==> src/rtl/msc_pkg.sv <==
`timescale 1ns / 1ps
`default_nettype none

package msc_pkg;

    // fixed field widths
    localparam int VOXEL_W     = 16;
    localparam int DIM_X_W     = 11;
    localparam int DIM_YZ_W    = 7;
    localparam int POS_X_W     = 10;
    localparam int OUT_X_W     = 10;
    localparam int OUT_Y_W     = 6;
    localparam int OUT_Z_W     = 6;
    localparam int PLANE_LIMIT = 1024;

    // register port
    localparam int APB_ADDR_W = 4;
    localparam int APB_DATA_W = 32;
    localparam int REG_IDX_W  = 2;

    localparam logic [REG_IDX_W-1:0] REG_DIM_X = 2'd0;
    localparam logic [REG_IDX_W-1:0] REG_DIM_Y = 2'd1;
    localparam logic [REG_IDX_W-1:0] REG_DIM_Z = 2'd2;

    localparam int RESET_DIM_X = 20;
    localparam int RESET_DIM_Y = 10;
    localparam int RESET_DIM_Z = 8;

    // control of the item in the sum stage
    typedef struct packed {
        logic valid;
        logic last;
        logic z_ok;
        logic y_ok;
        logic x_ok;
    } t_s1_ctrl;

    // last position index on an axis: zero counts as one, large values saturate
    function automatic int unsigned f_dim_last(int unsigned dim, int unsigned limit);
        if (dim == 0) begin
            return 0;
        end else if (dim > limit) begin
            return limit - 1;
        end
        return dim - 1;
    endfunction

endpackage

`default_nettype wire

==> src/rtl/msc_best.sv <==
`timescale 1ns / 1ps
`default_nettype none

module msc_best #(
    parameter int WINDOW = 3,
    localparam int TAIL = WINDOW - 1,
    localparam int RW   = msc_pkg::VOXEL_W + $clog2(WINDOW),
    localparam int PW   = msc_pkg::VOXEL_W + $clog2(WINDOW * WINDOW),
    localparam int CW   = msc_pkg::VOXEL_W + $clog2(WINDOW * WINDOW * WINDOW)
) (
    input  wire logic                                 i_clk,
    input  wire logic                                 i_rst_n,
    input  wire logic                                 i_restart,
    input  wire msc_pkg::t_s1_ctrl                    i_s1,
    input  wire logic signed [RW-1:0]                 i_rs,
    input  wire logic        [TAIL-1:0][RW-1:0]       i_row_sums,
    input  wire logic        [TAIL-1:0][PW-1:0]       i_plane_sums,
    input  wire logic        [msc_pkg::OUT_X_W-1:0]   i_cx,
    input  wire logic        [msc_pkg::OUT_Y_W-1:0]   i_cy,
    input  wire logic        [msc_pkg::OUT_Z_W-1:0]   i_cz,
    output logic signed      [PW-1:0]                 o_ps,
    output logic                                      o_in_ready,
    input  wire logic                                 i_out_ready,
    output logic                                      o_out_valid,
    output logic signed      [CW-1:0]                 o_best_sum,
    output logic             [msc_pkg::OUT_X_W-1:0]   o_best_x,
    output logic             [msc_pkg::OUT_Y_W-1:0]   o_best_y,
    output logic             [msc_pkg::OUT_Z_W-1:0]   o_best_z
);

    logic signed [PW-1:0]            n_ps;
    logic signed [CW-1:0]            n_cs;
    logic                            n_take;
    logic                            n_produce;
    logic signed [CW-1:0]            n_best_sum;
    logic [msc_pkg::OUT_X_W-1:0]     n_best_x;
    logic [msc_pkg::OUT_Y_W-1:0]     n_best_y;
    logic [msc_pkg::OUT_Z_W-1:0]     n_best_z;
    logic                            n_out_free;

    logic                            r_have;
    logic signed [CW-1:0]            r_best_sum;
    logic [msc_pkg::OUT_X_W-1:0]     r_best_x;
    logic [msc_pkg::OUT_Y_W-1:0]     r_best_y;
    logic [msc_pkg::OUT_Z_W-1:0]     r_best_z;

    logic                            r_out_valid;
    logic signed [CW-1:0]            r_out_sum;
    logic [msc_pkg::OUT_X_W-1:0]     r_out_x;
    logic [msc_pkg::OUT_Y_W-1:0]     r_out_y;
    logic [msc_pkg::OUT_Z_W-1:0]     r_out_z;

    logic                            r_skid_valid;
    logic signed [CW-1:0]            r_skid_sum;
    logic [msc_pkg::OUT_X_W-1:0]     r_skid_x;
    logic [msc_pkg::OUT_Y_W-1:0]     r_skid_y;
    logic [msc_pkg::OUT_Z_W-1:0]     r_skid_z;

    // square sum and cube sum from the stored lanes
    always_comb begin
        n_ps = PW'(i_rs);
        for (int i = 0; i < TAIL; i++) begin
            n_ps = n_ps + PW'($signed(i_row_sums[i]));
        end
        n_cs = CW'(n_ps);
        for (int i = 0; i < TAIL; i++) begin
            n_cs = n_cs + CW'($signed(i_plane_sums[i]));
        end
    end

    // strict greater test keeps the earliest corner on a tie
    always_comb begin
        n_take = i_s1.valid && i_s1.z_ok && i_s1.y_ok && i_s1.x_ok &&
                 (!r_have || (n_cs > r_best_sum));
        n_best_sum = n_take ? n_cs : r_best_sum;
        n_best_x   = n_take ? i_cx : r_best_x;
        n_best_y   = n_take ? i_cy : r_best_y;
        n_best_z   = n_take ? i_cz : r_best_z;
        n_produce  = i_s1.valid && i_s1.last;
        n_out_free = !r_out_valid || i_out_ready;
    end

    // running best, cleared at reset, end of volume or restart
    always_ff @(posedge i_clk) begin
        if (!i_rst_n || i_restart || n_produce) begin
            r_have     <= 1'b0;
            r_best_sum <= '0;
            r_best_x   <= '0;
            r_best_y   <= '0;
            r_best_z   <= '0;
        end else begin
            r_have     <= r_have || n_take;
            r_best_sum <= n_best_sum;
            r_best_x   <= n_best_x;
            r_best_y   <= n_best_y;
            r_best_z   <= n_best_z;
        end
    end

    // output beat valid flags
    always_ff @(posedge i_clk) begin
        if (!i_rst_n) begin
            r_out_valid  <= 1'b0;
            r_skid_valid <= 1'b0;
        end else if (n_out_free) begin
            r_out_valid  <= r_skid_valid || n_produce;
            r_skid_valid <= r_skid_valid && n_produce;
        end else if (n_produce) begin
            r_skid_valid <= 1'b1;
        end
    end

    // output and skid payload
    always_ff @(posedge i_clk) begin
        if (n_out_free) begin
            if (r_skid_valid) begin
                r_out_sum <= r_skid_sum;
                r_out_x   <= r_skid_x;
                r_out_y   <= r_skid_y;
                r_out_z   <= r_skid_z;
                if (n_produce) begin
                    r_skid_sum <= n_best_sum;
                    r_skid_x   <= n_best_x;
                    r_skid_y   <= n_best_y;
                    r_skid_z   <= n_best_z;
                end
            end else if (n_produce) begin
                r_out_sum <= n_best_sum;
                r_out_x   <= n_best_x;
                r_out_y   <= n_best_y;
                r_out_z   <= n_best_z;
            end
        end else if (n_produce) begin
            r_skid_sum <= n_best_sum;
            r_skid_x   <= n_best_x;
            r_skid_y   <= n_best_y;
            r_skid_z   <= n_best_z;
        end
    end

    // hold input only when a second result could have nowhere to go
    assign o_in_ready = !r_skid_valid && !(i_s1.valid && i_s1.last && r_out_valid);

    assign o_ps        = n_ps;
    assign o_out_valid = r_out_valid;
    assign o_best_sum  = r_out_sum;
    assign o_best_x    = r_out_x;
    assign o_best_y    = r_out_y;
    assign o_best_z    = r_out_z;

endmodule

`default_nettype wire

==> config.mk <==
export PLATFORM = sky130hd
export DESIGN_NAME = msc_best
export DESIGN_NICKNAME = d
export VERILOG_FILES = /design/src/rtl/msc_pkg.sv /design/src/rtl/msc_best.sv
export SDC_FILE = /design/constraint.sdc
export NUM_CORES = 1
export LEC_CHECK = 0
export CAP_MARGIN = 20
export CORE_ASPECT_RATIO = 2
export CORE_MARGIN = 3
export CORE_UTILIZATION = 65
export CTS_CLUSTER_DIAMETER = 40
export CTS_CLUSTER_SIZE = 40
export DETAILED_ROUTE_END_ITERATION = 10
export DONT_BUFFER_PORTS = 1
export GPL_ROUTABILITY_DRIVEN = 0
export GPL_TIMING_DRIVEN = 0
export PLACE_DENSITY_LB_ADDON = 0.2
export SYNTH_ARGS = -nofsm -noshare
export SYNTH_HDL_FRONTEND = slang
export SYNTH_SLANG_ARGS = --single-unit
export TNS_END_PERCENT = 30
==> constraint.sdc <==
create_clock -name i_clk -period 9.8 [get_ports i_clk]
set_input_delay 1.96 -clock i_clk [delete_from_list [all_inputs] [get_ports i_clk]]
set_output_delay 1.96 -clock i_clk [all_outputs]
set_load 0.02 [all_outputs]
* After elaboration in Yosys (flattened, before gate mapping)
Index checks and enable logic that the tools add are counted.
** Storage, ports and cells
- Register bits after elaboration :: 132
- Output and inout port bits :: 65
- Word-level logic and storage cells :: 69
- Input bits :: 125
** Operators by class
- $lt $le $gt $ge :: 1
- Equality and inequality tests :: 1
- Muxes and demuxes :: 26
- $add $sub $neg :: 4
- Reduce and logical (&&, ||, !) cells :: 22
** Operators with widths (number)
- 21-bit 2-to-1 mux :: 6
- 6-bit 2-to-1 mux :: 12
- 10-bit 2-to-1 mux :: 6
- 20-bit by 20-bit adder with 21-bit output :: 1
- 21-bit by 20-bit adder with 21-bit output :: 1
- 21-bit > comparator :: 1
- 19-bit by 18-bit adder with 20-bit output :: 1
- 18-bit by 18-bit adder with 19-bit output :: 1
- 1-bit logical AND :: 8
- 1-bit logical OR :: 6
- 1-bit logical NOT :: 5
- 2-bit nonzero test :: 2
- 1-bit 2-to-1 mux :: 2
- 2-bit by 1-bit inequality test with 1-bit output, second input constant :: 1
- 2-bit AND reduction :: 1

* Logic depth before layout (Yosys ltp)
Gate-level depths: netlist (run 1).
- Word-level depth :: 11
- Depth in mapped cells :: 29

* Worst setup path before layout (run 1)
No wires, ideal clock.
- Kind :: input-to-reg
- From :: input i_rs[1]
- To :: register r_out_sum[1] (netlist: o_best_sum[1]), data pin
- Data required time :: 9.530 ns
- Cell stages on the path :: 29
- Slack :: 1.103 ns
- Arrival :: 8.427 ns
- Setup time :: 0.270 ns
- Cell sequence :: fa_1 > ha_1 > fa_1 > a211oi_1 > o21bai_1 > a31o_2 > a21oi_1 > o221a_2 > mux2i_1 > nand2_1 > fa_1 > ha_1 > clkbuf_1 > a21o_1 > a2111o_1 > nor3b_1 > a211oi_1 > xnor2_1 > ha_1 > nand4_2 > nor4_2 > o31ai_1 > nand3_1 > or3b_1 > buf_6 > buf_12 > buf_8 > mux2i_2 > a21oi_1
** Between the ends
- Word-level cells in the longest chain between the ends :: 10
** Ends and longest elaborated chain
- from (decl) :: RTL line msc_best.sv:15 : input wire logic signed [RW-1:0] i_rs,
- 18-bit by 18-bit adder with 19-bit output :: RTL line msc_best.sv:63 : n_ps = n_ps + PW'($signed(i_row_sums[i]));
- 19-bit by 18-bit adder with 20-bit output :: RTL line msc_best.sv:63
- net o_ps[17] :: RTL line msc_best.sv:21 : output logic signed [PW-1:0] o_ps,
- 20-bit by 20-bit adder with 21-bit output :: RTL line msc_best.sv:67 : n_cs = n_cs + CW'($signed(i_plane_sums[i]));
- 21-bit by 20-bit adder with 21-bit output :: RTL line msc_best.sv:67
- 21-bit > comparator :: RTL line msc_best.sv:74 : (!r_have || (n_cs > r_best_sum));
- 1-bit logical OR :: RTL line msc_best.sv:74
- 1-bit logical AND :: RTL line msc_best.sv:73 : n_take = i_s1.valid && i_s1.z_ok && i_s1.y_ok && i_s1.x_ok &&
- 21-bit 2-to-1 mux :: RTL line msc_best.sv:75 : n_best_sum = n_take ? n_cs : r_best_sum;
- 21-bit 2-to-1 mux :: RTL line msc_best.sv:127 : end else if (n_produce) begin
- 21-bit 2-to-1 mux :: RTL line msc_best.sv:116 : if (r_skid_valid) begin
- to (signal assigned) :: RTL line msc_best.sv:117 : r_out_sum <= r_skid_sum;
- to (signal assigned) :: RTL line msc_best.sv:128 : r_out_sum <= n_best_sum;
- to (decl) :: RTL line msc_best.sv:48 : logic signed [CW-1:0] r_out_sum;
The timed path passes the listed nets, and every way through them passes these cells. The select of a mux whose other input is x is not followed.
A chain may end at the register's enable or synchronous reset.

* Worst setup path after layout (run 1)
- From :: input i_rs[1]
- To :: register r_out_y, in the netlist o_best_y[1], data pin
** Between the ends
- Word-level cells in the longest chain between the ends :: 10
** Ends and longest elaborated chain
- 18-bit by 18-bit adder with 19-bit output :: RTL line msc_best.sv:63
- 19-bit by 18-bit adder with 20-bit output :: RTL line msc_best.sv:63
- net o_ps[17] :: RTL line msc_best.sv:21
- 20-bit by 20-bit adder with 21-bit output :: RTL line msc_best.sv:67
- 21-bit by 20-bit adder with 21-bit output :: RTL line msc_best.sv:67
- 21-bit > comparator :: RTL line msc_best.sv:74
- 1-bit logical OR :: RTL line msc_best.sv:74
- 1-bit logical AND :: RTL line msc_best.sv:73
- 6-bit 2-to-1 mux :: RTL line msc_best.sv:77 : n_best_y = n_take ? i_cy : r_best_y;
- 6-bit 2-to-1 mux :: RTL line msc_best.sv:127
- 6-bit 2-to-1 mux :: RTL line msc_best.sv:116
- to (signal assigned) :: RTL line msc_best.sv:119 : r_out_y <= r_skid_y;
- to (signal assigned) :: RTL line msc_best.sv:130 : r_out_y <= n_best_y;
- to (decl) :: RTL line msc_best.sv:50 : logic [msc_pkg::OUT_Y_W-1:0] r_out_y;
The timed path passes the listed nets, and every way through them passes these cells. The select of a mux whose other input is x is not followed.

==> results.py, run 1 <==
metrics = {
    "run_status": {
        "status": "finished clean",
    },
    "synth": {
        "synth-simple-area-share_pct": 11.6,
        "netlist_top_cells_area": "edfxtp_1 (31%), dfxtp_1 (11%), fa_1 (9.6%), ha_1 (8.7%), inv_1 (3.8%)",
        "synthDistinctLibCells": 65,
        "ys_top_cells_by_count": "edfxtp_1 (86), inv_1 (84), nor2_1 (70), a21oi_1 (58), ha_1 (58)",
        "ys_seq_area_share_pct": 42.0,
        "synthCells": 774,
        "async_flop_share_pct": 0,
        "synthMuxAreaShare_pct": 6.72,
        "yosysTopAreaCellShare_pct": 31.0,
        "avgSynthCellArea_sq_um": 10.8,
        "synth-edff-count": 86,
        "synth_fa_ha_area_share_pct": 18.4,
        "ys_seq_elements": 132,
        "synth_top_area_cell": "edfxtp_1",
        "yosysMostFrequentCell": "edfxtp_1",
        "syn-cell-area_sq_mm": 0.00834,
        "synth-xor-area-share_pct": 3.36,
        "ys_warn_count": 0,
        "synth-compound-area-share_pct": 12.1,
        "synthFlopType": "edfxtp_1",
        "syn_nets": 997,
        "synth_top_family_by_area": "adder cells",
    },
    "sta": {
        "fin_crit_ps": 9460,
        "rsz0062_at_grt": "no",
        "hold_viol": 0,
        "slew_headroom_pct": 44.5,
        "finalCritPeriodShare_pct": 96.6,
        "setup_viol": 0,
        "slew_viol_final": 0,
        "skew_ps": 18.7,
        "clock.fmax_mhz": 106,
        "fin_hold_ws_ps": 524,
        "tightestPinTransition_ps": 823,
        "setup_slack_ps": 338,
    },
    "detailed_routing": {
        "drc": 0,
        "drtIter0Drc": 384,
        "drt-total-wl_um": 19300,
        "first_pass_iters": 5,
        "vias": 6061,
        "viasPerCell": 6.32,
        "ant_nets": 0,
        "wl_per_cell_um": 20.1,
    },
    "run": {
        "maxCapViolations": 0,
    },
    "clock_network": {
        "clk_pin_slew_ps": 50,
        "clock-sinks": 132,
        "root_buffer": "clkbuf_16",
        "clock_tree.buffer_depth": 3,
        "htree_num_levels": 4,
        "worstSkewPairLatency_ps": 470,
        "cts_buffers": 25,
        "holdBufCountCts": 0,
        "post_cts_buffers": 0,
        "cts_tree": "done",
    },
    "cells_and_area": {
        "antenna_cells": 0,
        "drive_gt1_share_pct": 10.3,
        "stdcell_count": 959,
        "area.growth.synth_to_final_pct": 11.0,
        "nets": 1027,
        "utilization_pct": 73.7,
    },
    "placement": {
        "dp_hpwl_um": 14700,
        "pre_cts_ws_ps": -39.4,
        "placed_cells": 926,
        "port_buffers": 0,
    },
    "power": {
        "p_leak_uw": 0.00396,
        "ir_drop_mv": 0.223,
        "power_density_mw_per_mm2": 303,
    },
    "die": {
        "num_io_pins": 190,
        "die_h_um": 166,
        "rows": 58,
        "die_width_um": 86.1,
        "die-area_sq_mm": 0.0143,
        "initial_core_util_pct": 66.5,
        "core_sq_mm": 0.0126,
    },
    "critical_path": {
        "cp-start-kind": "primary input",
        "crit_slowest_cell": "fa_1",
        "critPathArrivalTime_ps": 9650,
        "critPathRequiredTime_ps": 9990,
        "ff2ff_path_depth": 12,
        "crit_type": "in2reg",
        "slowest_delay_ps": 490,
        "worst_setup_path_end_kind": "flop",
        "cp_max_fo": 10,
    },
    "global_route": {
        "first_global_vias": 6629,
        "antenna_found_initial": 0,
        "grt_overflow_total": 0,
        "track_usage_pct": 27.7,
        "grt_max_degree": 31,
        "grt_pass1_wl_um": 31000,
    },
    "worst_hold_path": {
        "hold_path.class": "reg2reg",
        "holdPathStages": 2,
    },
}
flip-flops by register name (all words and copies together), names as in the netlist, 6 cells and up:
register	count
r_skid_y	6
r_skid_sum	21
o_best_sum	21
r_best_z	6
r_best_sum	21
o_best_x	10
o_best_y	6
o_best_z	6
r_skid_z	6
r_best_y	6
r_skid_x	10
r_best_x	10
logic make-up after synthesis:
logic type                 count (synthesis)
AOI/OAI and AO/OA                        158
xor gates and xnor gates                  32
adders and majority gates                 99
buffers and inverters                    110
DFF                                      132
muxes                                     45
and+or+nand+nor                          198
area by class of cell:
class	instances	area (sq um)
Clock inverter	3	16.3
Buffer	25	161
Fill cell	855	3300
Multi-Input combinational cell	532	4390
Timing Repair Buffer	3	45.0
Clock buffer	29	641
Inverter	85	319
Sequential cell	132	3500
Tap cell	150	188
through the flow:
stage | area [sq um] | setup TNS, ps | total power (uW)
floorplan | 8340 | 0 | 1780
global placement | 8530 | 0 | 2030
detailed placement | 8590 | -124 | 2090
CTS | 9250 | 0 | 2790
global route | 9260 | 0 | 3020
finish | 9260 | 0 | 2810
critical path, delay by kind of cell:
| kind | cells | cell delay, ps |
|---|---|---|
| buffers and inverters | 4 | 660 |
| xor gates and xnor gates | 1 | 180 |
| muxes | 2 | 470 |
| and+or+nand+nor | 6 | 1520 |
| adders and majority gates | 6 | 2320 |
| AOI/OAI and AO/OA | 10 | 2540 |
worst paths after layout:
check            startpoint           to  slack (ps)
max reg2reg  r_best_sum[20]  o_best_y[1]        6590
min             r_best_x[7]  r_best_x[7]         520
max                 i_rs[1]  o_best_y[1]         340
min reg2reg     r_best_x[7]  r_best_x[7]         520
report_power, final:
group          internal [uW]  leakage, uW  total [uW]  switching (uW)
registers                615      0.00124         634            18.6
logic                    578      0.00240        1490             910
clock network            453     0.000318         687             234
total                   1650      0.00396        2810            1160
metal layers:
metal | global-route usage [%] | vias up | wire length (um)
li1 | - | 2794 | -
met1 | 25.9 | 2929 | 6280
met2 | 52.8 | 270 | 11000
met3 | 4.57 | 68 | 1020
met4 | 17.1 | 0 | 993
met5 | 0 | - | 0
cell usage in the layout, fill, tap and decap left out, types with 5 or more instances in the layout:
cell type / n
a211oi_1: 7
a21o_1: 14
a21oi_1: 57
a221oi_1: 5
and2_1: 15
and3_1: 8
clkbuf_1: 22
clkbuf_16: 25
dfxtp_1: 46
edfxtp_1: 86
fa_1: 40
ha_1: 58
inv_1: 84
mux2_2: 6
mux2_4: 7
mux2i_1: 14
mux2i_2: 18
nand2_1: 39
nand3_1: 18
nor2_1: 69
nor3_1: 13
nor3b_1: 5
o211ai_1: 6
o21ai_0: 26
o21ai_1: 5
o221ai_1: 6
o22ai_1: 5
xnor2_1: 20
xor2_1: 11
repair_timing:
action	4_1_cts	5_1_grt
endpoints found under the hold margin	0	0
gates resized for setup	0	1
endpoints found under the setup margin	0	2
Power figures use the tool's default switching activity.
==> run 2: changes to the inputs <==
--- a/config.mk
+++ b/config.mk
@@ -7,7 +7,6 @@
 export LEC_CHECK = 0
 export CAP_MARGIN = 20
 export CORE_ASPECT_RATIO = 2
-export CORE_MARGIN = 3
 export CORE_UTILIZATION = 65
 export CTS_CLUSTER_DIAMETER = 40
 export CTS_CLUSTER_SIZE = 40
@@ -16,6 +15,7 @@
 export GPL_ROUTABILITY_DRIVEN = 0
 export GPL_TIMING_DRIVEN = 0
 export PLACE_DENSITY_LB_ADDON = 0.2
+export REMOVE_ABC_BUFFERS = 1
 export SYNTH_ARGS = -nofsm -noshare
 export SYNTH_HDL_FRONTEND = slang
 export SYNTH_SLANG_ARGS = --single-unit
==> results.py, run 2 (synthesized netlist as in run 1, its figures left out) <==
metrics = {
    "cells_and_area": {
        "utilization_pct": 73.3,
        "area.growth.synth_to_final_pct": 10.3,
        "drive_gt1_share_pct": 10.6,
        "layout_common_cells": "edfxtp_1 (86), inv_1 (84), nor2_1 (69), ha_1 (58), a21oi_1 (57)",
        "fillers": 870,
        "antenna_cells": 0,
        "nets": 1008,
        "mostFrequentLayoutCell": "edfxtp_1",
        "stdcell_count": 941,
    },
    "die": {
        "die_width_um": 82.1,
        "rows": 58,
        "die_h_um": 162,
        "die-area_sq_mm": 0.0133,
        "core_sq_mm": 0.0126,
        "initial_core_util_pct": 66.5,
        "num_io_pins": 190,
    },
    "global_route": {
        "grt_pass1_wl_um": 27200,
        "grt_overflow_total": 0,
        "grt_max_degree": 64,
        "track_usage_pct": 26.7,
        "first_global_vias": 5989,
        "antenna_found_initial": 0,
    },
    "critical_path": {
        "worst_setup_path_end_kind": "flop",
        "cp_max_fo": 33,
        "critPathRequiredTime_ps": 10010,
        "critPathArrivalTime_ps": 9770,
        "cp-start-kind": "primary input",
        "crit_type": "in2reg",
    },
    "sta": {
        "setup_viol": 0,
        "fin_crit_ps": 9560,
        "skew_ps": 14.2,
        "setup_slack_ps": 235,
        "clock.fmax_mhz": 105,
        "finalCritPeriodShare_pct": 97.6,
        "tightestPinTransition_ps": 1070,
        "rsz0062_at_grt": "no",
        "slew_viol_final": 0,
        "slew_headroom_pct": 28.4,
        "hold_viol": 0,
    },
    "clock_network": {
        "worstSkewPairLatency_ps": 460,
        "root_buffer": "clkbuf_16",
        "cts_buffers": 25,
        "post_cts_buffers": 3,
        "cts_tree": "done",
        "holdBufCountCts": 0,
        "clk_pin_slew_ps": 60,
        "cts_resized": 0,
        "clock-sinks": 132,
        "clock_tree.buffer_depth": 3,
        "htree_num_levels": 4,
    },
    "run": {
        "maxCapViolations": 0,
    },
    "run_status": {
        "status": "finished clean",
    },
    "detailed_routing": {
        "first_pass_iters": 5,
        "drc": 0,
        "ant_nets": 0,
        "wl_per_cell_um": 18.2,
        "wl_met2_um": 9810,
        "met1_length_um": 5820,
        "highest_layer": "met4",
        "vias": 5798,
        "wl_met3_um": 834,
        "drt-total-wl_um": 17100,
        "viasPerCell": 6.16,
        "drtIter0Drc": 325,
    },
    "placement": {
        "port_buffers": 0,
        "dp_hpwl_um": 12900,
        "pre_cts_ws_ps": -504,
        "placed_cells": 904,
    },
    "power": {
        "p_leak_uw": 0.00395,
        "ir_drop_mv": 0.242,
        "p_total_uw": 2820,
        "power_density_mw_per_mm2": 306,
    },
    "worst_hold_path": {
        "hold_path.class": "reg2reg",
    },
}
[run 2: changes by cell type in the layout (fill, tap and decap cells not counted), sizes merged]
| cell | delta |
|---|---|
| buf | -2 |
| bufinv | +1 |
| clkbuf | -17 |
| clkinvlp | -1 |
| or3b | +1 |
[run 2: report_power, final]
| part | switching [uW] | internal, uW | leakage (uW) |
|---|---|---|---|
| sequential | 18.5 | 615 | 0.00124 |
| clock | 231 | 488 | 0.000340 |
| combinational | 887 | 579 | 0.00236 |
| total | 1140 | 1680 | 0.00395 |
[run 2: final timing paths]
| check | from | to | slack, ps | cells after the start |
|---|---|---|---|---|
| hold / removal | r_best_x[6] | r_best_x[6] | 520 | 2 |
| hold reg to reg | r_best_x[6] | r_best_x[6] | 520 | 2 |
| setup / recovery | i_rs[1] | o_best_sum[19] | 240 | 26 |
| setup reg to reg | r_best_sum[20] | o_best_sum[19] | 6480 | 10 |
[run 2: critical path, cell delays in order]
cell,delay [ps]
fa_1,460
ha_1,260
fa_1,440
a211oi_1,270
o21bai_1,170
a31o_2,280
a21oi_1,410
o221a_2,320
mux2i_1,180
nand2_1,200
fa_1,490
ha_1,410
a21o_1,210
a2111o_1,430
nor3b_1,200
a211oi_1,140
xnor2_1,190
ha_1,420
nand4_2,170
nor4_2,440
o31ai_1,180
a211oi_1,370
or3b_4,230
buf_12,230
mux2_2,400
mux2_4,270
[run 2: routing by layer]
metal	track usage [%]	up-vias
met5	0	-
met4	13.6	0
met3	4.21	48
met2	51.7	234
met1	25.4	2749
li1	-	2767
[run 2: area by class of cell]
cell class | count | area [sq um] | area share [%]
repair buffers | 8 | 109 | 1.18
flip-flops and latches | 132 | 3500 | 38.1
well taps | 150 | 188 | 2.04
clock inverters | 3 | 38.8 | 0.421
clock buffers | 30 | 654 | 7.11
inverters | 85 | 319 | 3.47
multi-input cells | 533 | 4390 | 47.7
[run 2: through the flow]
step           TNS (ps)  hold WS, ps  cell area, sq um
6_report              0          521              9210
5_1_grt               0          558              9210
4_1_cts               0          523              9210
3_5_place_dp     -12830          512              8480
3_3_place_gp    -209530          498              8370
2_1_floorplan    -13730          460              8180
==> run 3: changes to the inputs <==
--- a/config.mk
+++ b/config.mk
@@ -15,6 +15,7 @@
 export GPL_ROUTABILITY_DRIVEN = 0
 export GPL_TIMING_DRIVEN = 0
 export PLACE_DENSITY_LB_ADDON = 0.2
+export RECOVER_POWER = 50
 export REMOVE_ABC_BUFFERS = 1
 export SYNTH_ARGS = -nofsm -noshare
 export SYNTH_HDL_FRONTEND = slang
==> results.py, run 3 (synthesized netlist as in run 1, its figures left out) <==
metrics = {
    "sta": {
        "tightestPinTransition_ps": 1690,
        "hold_viol": 0,
        "fin_crit_ps": 9560,
        "setup_viol": 0,
        "finalCritPeriodShare_pct": 97.6,
        "slew_viol_final": 61,
        "rsz0062_at_grt": "no",
        "clock.fmax_mhz": 105,
        "skew_ps": 14.0,
        "fin_hold_ws_ps": 522,
        "slew_headroom_pct": -12.6,
    },
    "power": {
        "ir_drop_mv": 0.240,
        "p_total_uw": 2820,
        "power_density_mw_per_mm2": 308,
        "p_leak_uw": 0.00393,
    },
    "critical_path": {
        "crit_family": "compound AO/OA/AOI/OAI gates",
        "path_depth": 26,
        "slowest_delay_ps": 490,
        "r2r_slack_ps": 5220,
        "reg2reg_to": "o_best_y[5]",
        "critPathRequiredTime_ps": 10010,
        "cp_max_fo": 33,
        "crit_type": "in2reg",
        "cp-start-kind": "primary input",
        "reg2reg_from": "r_skid_valid",
        "ff2ff_path_depth": 3,
        "path_buf_inv": 1,
        "worst_setup_path_end_kind": "flop",
        "critPathArrivalTime_ps": 9770,
        "crit_slowest_cell": "fa_1",
    },
    "detailed_routing": {
        "first_pass_iters": 5,
        "drtIter0Drc": 330,
        "wl_per_cell_um": 18.2,
        "drc": 0,
        "drt-total-wl_um": 17200,
        "ant_nets": 0,
        "vias": 5834,
        "viasPerCell": 6.20,
    },
    "global_route": {
        "grt_pass1_wl_um": 27200,
        "antenna_found_initial": 0,
        "first_global_vias": 5989,
        "grt_overflow_total": 0,
        "grt_max_degree": 64,
        "track_usage_pct": 26.7,
    },
    "clock_network": {
        "clock-sinks": 132,
        "worstSkewPairLatency_ps": 460,
        "clock_tree.buffer_depth": 3,
        "htree_num_levels": 4,
        "cts_tree": "done",
        "cts_buffers": 25,
        "holdBufCountCts": 0,
        "root_buffer": "clkbuf_16",
        "clk_pin_slew_ps": 60,
        "cts_resized": 0,
    },
    "cells_and_area": {
        "drive_gt1_share_pct": 10.1,
        "layout_common_cells": "edfxtp_1 (86), inv_1 (84), nor2_1 (70), a21oi_1 (58), ha_1 (58)",
        "antenna_cells": 0,
        "mostFrequentLayoutCell": "edfxtp_1",
        "area.growth.synth_to_final_pct": 9.73,
        "final_area_sq_mm": 0.00916,
        "nets": 1008,
    },
    "die": {
        "die_h_um": 162,
        "core_sq_mm": 0.0126,
        "rows": 58,
        "die-area_sq_mm": 0.0133,
        "num_io_pins": 190,
        "initial_core_util_pct": 66.5,
        "die_width_um": 82.1,
    },
    "run": {
        "maxCapViolations": 2,
    },
    "placement": {
        "port_buffers": 0,
        "dp_hpwl_um": 12900,
        "placed_area_sq_mm": 0.00848,
    },
    "worst_hold_path": {
        "hold_path.class": "reg2reg",
        "min-delay-start": "r_best_x[6]",
        "min_to": "r_best_x[6]",
        "holdPathStages": 2,
    },
    "run_status": {
        "status": "complete, but fails checks",
        "violations": "max-capacitance violations, max-slew violations",
    },
}
## run 3: metrics by stage
step	worst slack (ps)	util (%)	setup TNS, ps	instances
2_1_floorplan	-419	-	-13730	749
3_3_place_gp	-1920	66.7	-209530	899
3_5_place_dp	-504	67.6	-12830	904
4_1_cts	272	73.3	0	941
5_1_grt	17.1	72.9	0	941
6_report	238	72.9	0	941
## run 3: repair_timing
item | in CTS | in global routing
endpoints found under the hold margin | 0 | 0
setup endpoints to repair | 1 | 0
buffers inserted | 3 | 0
## run 3: cell type report
type | count | area, sq um
inverter | 85 | 319
sequential | 132 | 3500
multi-input combinational | 533 | 4380
clock buffer | 30 | 654
clock inverter | 3 | 38.8
tap | 150 | 188
fill | 879 | 3400
timing repair buffer | 8 | 76.3
## run 3: how the worst max path moves through the flow
stage / startpoint / to / slack [ps]
floorplan: i_rs[1] / o_best_sum[19] / -420
global placement: i_rs[1] / o_best_sum[0] / -1920
detailed placement: i_rs[1] / o_best_sum[19] / -500
CTS: i_rs[1] / o_best_sum[19] / 270
global route: i_rs[1] / o_best_sum[19] / 20
finish: i_rs[1] / o_best_sum[19] / 240
## run 3: tightest hold or removal path: stages, from the launching register on
cell and delay, ps:
dfxtp_1 310, mux2i_2 80, nor2_1 90
## run 3: report_power, final
part,internal (uW),switching [uW],total (uW)
Combinational,578,887,1470
Sequential,616,18.5,634
Clock,488,231,719
Total,1680,1140,2820
## run 3: routing by layer
layer  track usage, %  vias up  wire, um
li1                 -     2768         -
met1             25.4     2778      5830
met2             51.7      240      9800
met3             4.21       48       862
met4             13.6        0       675
met5                0        -         0
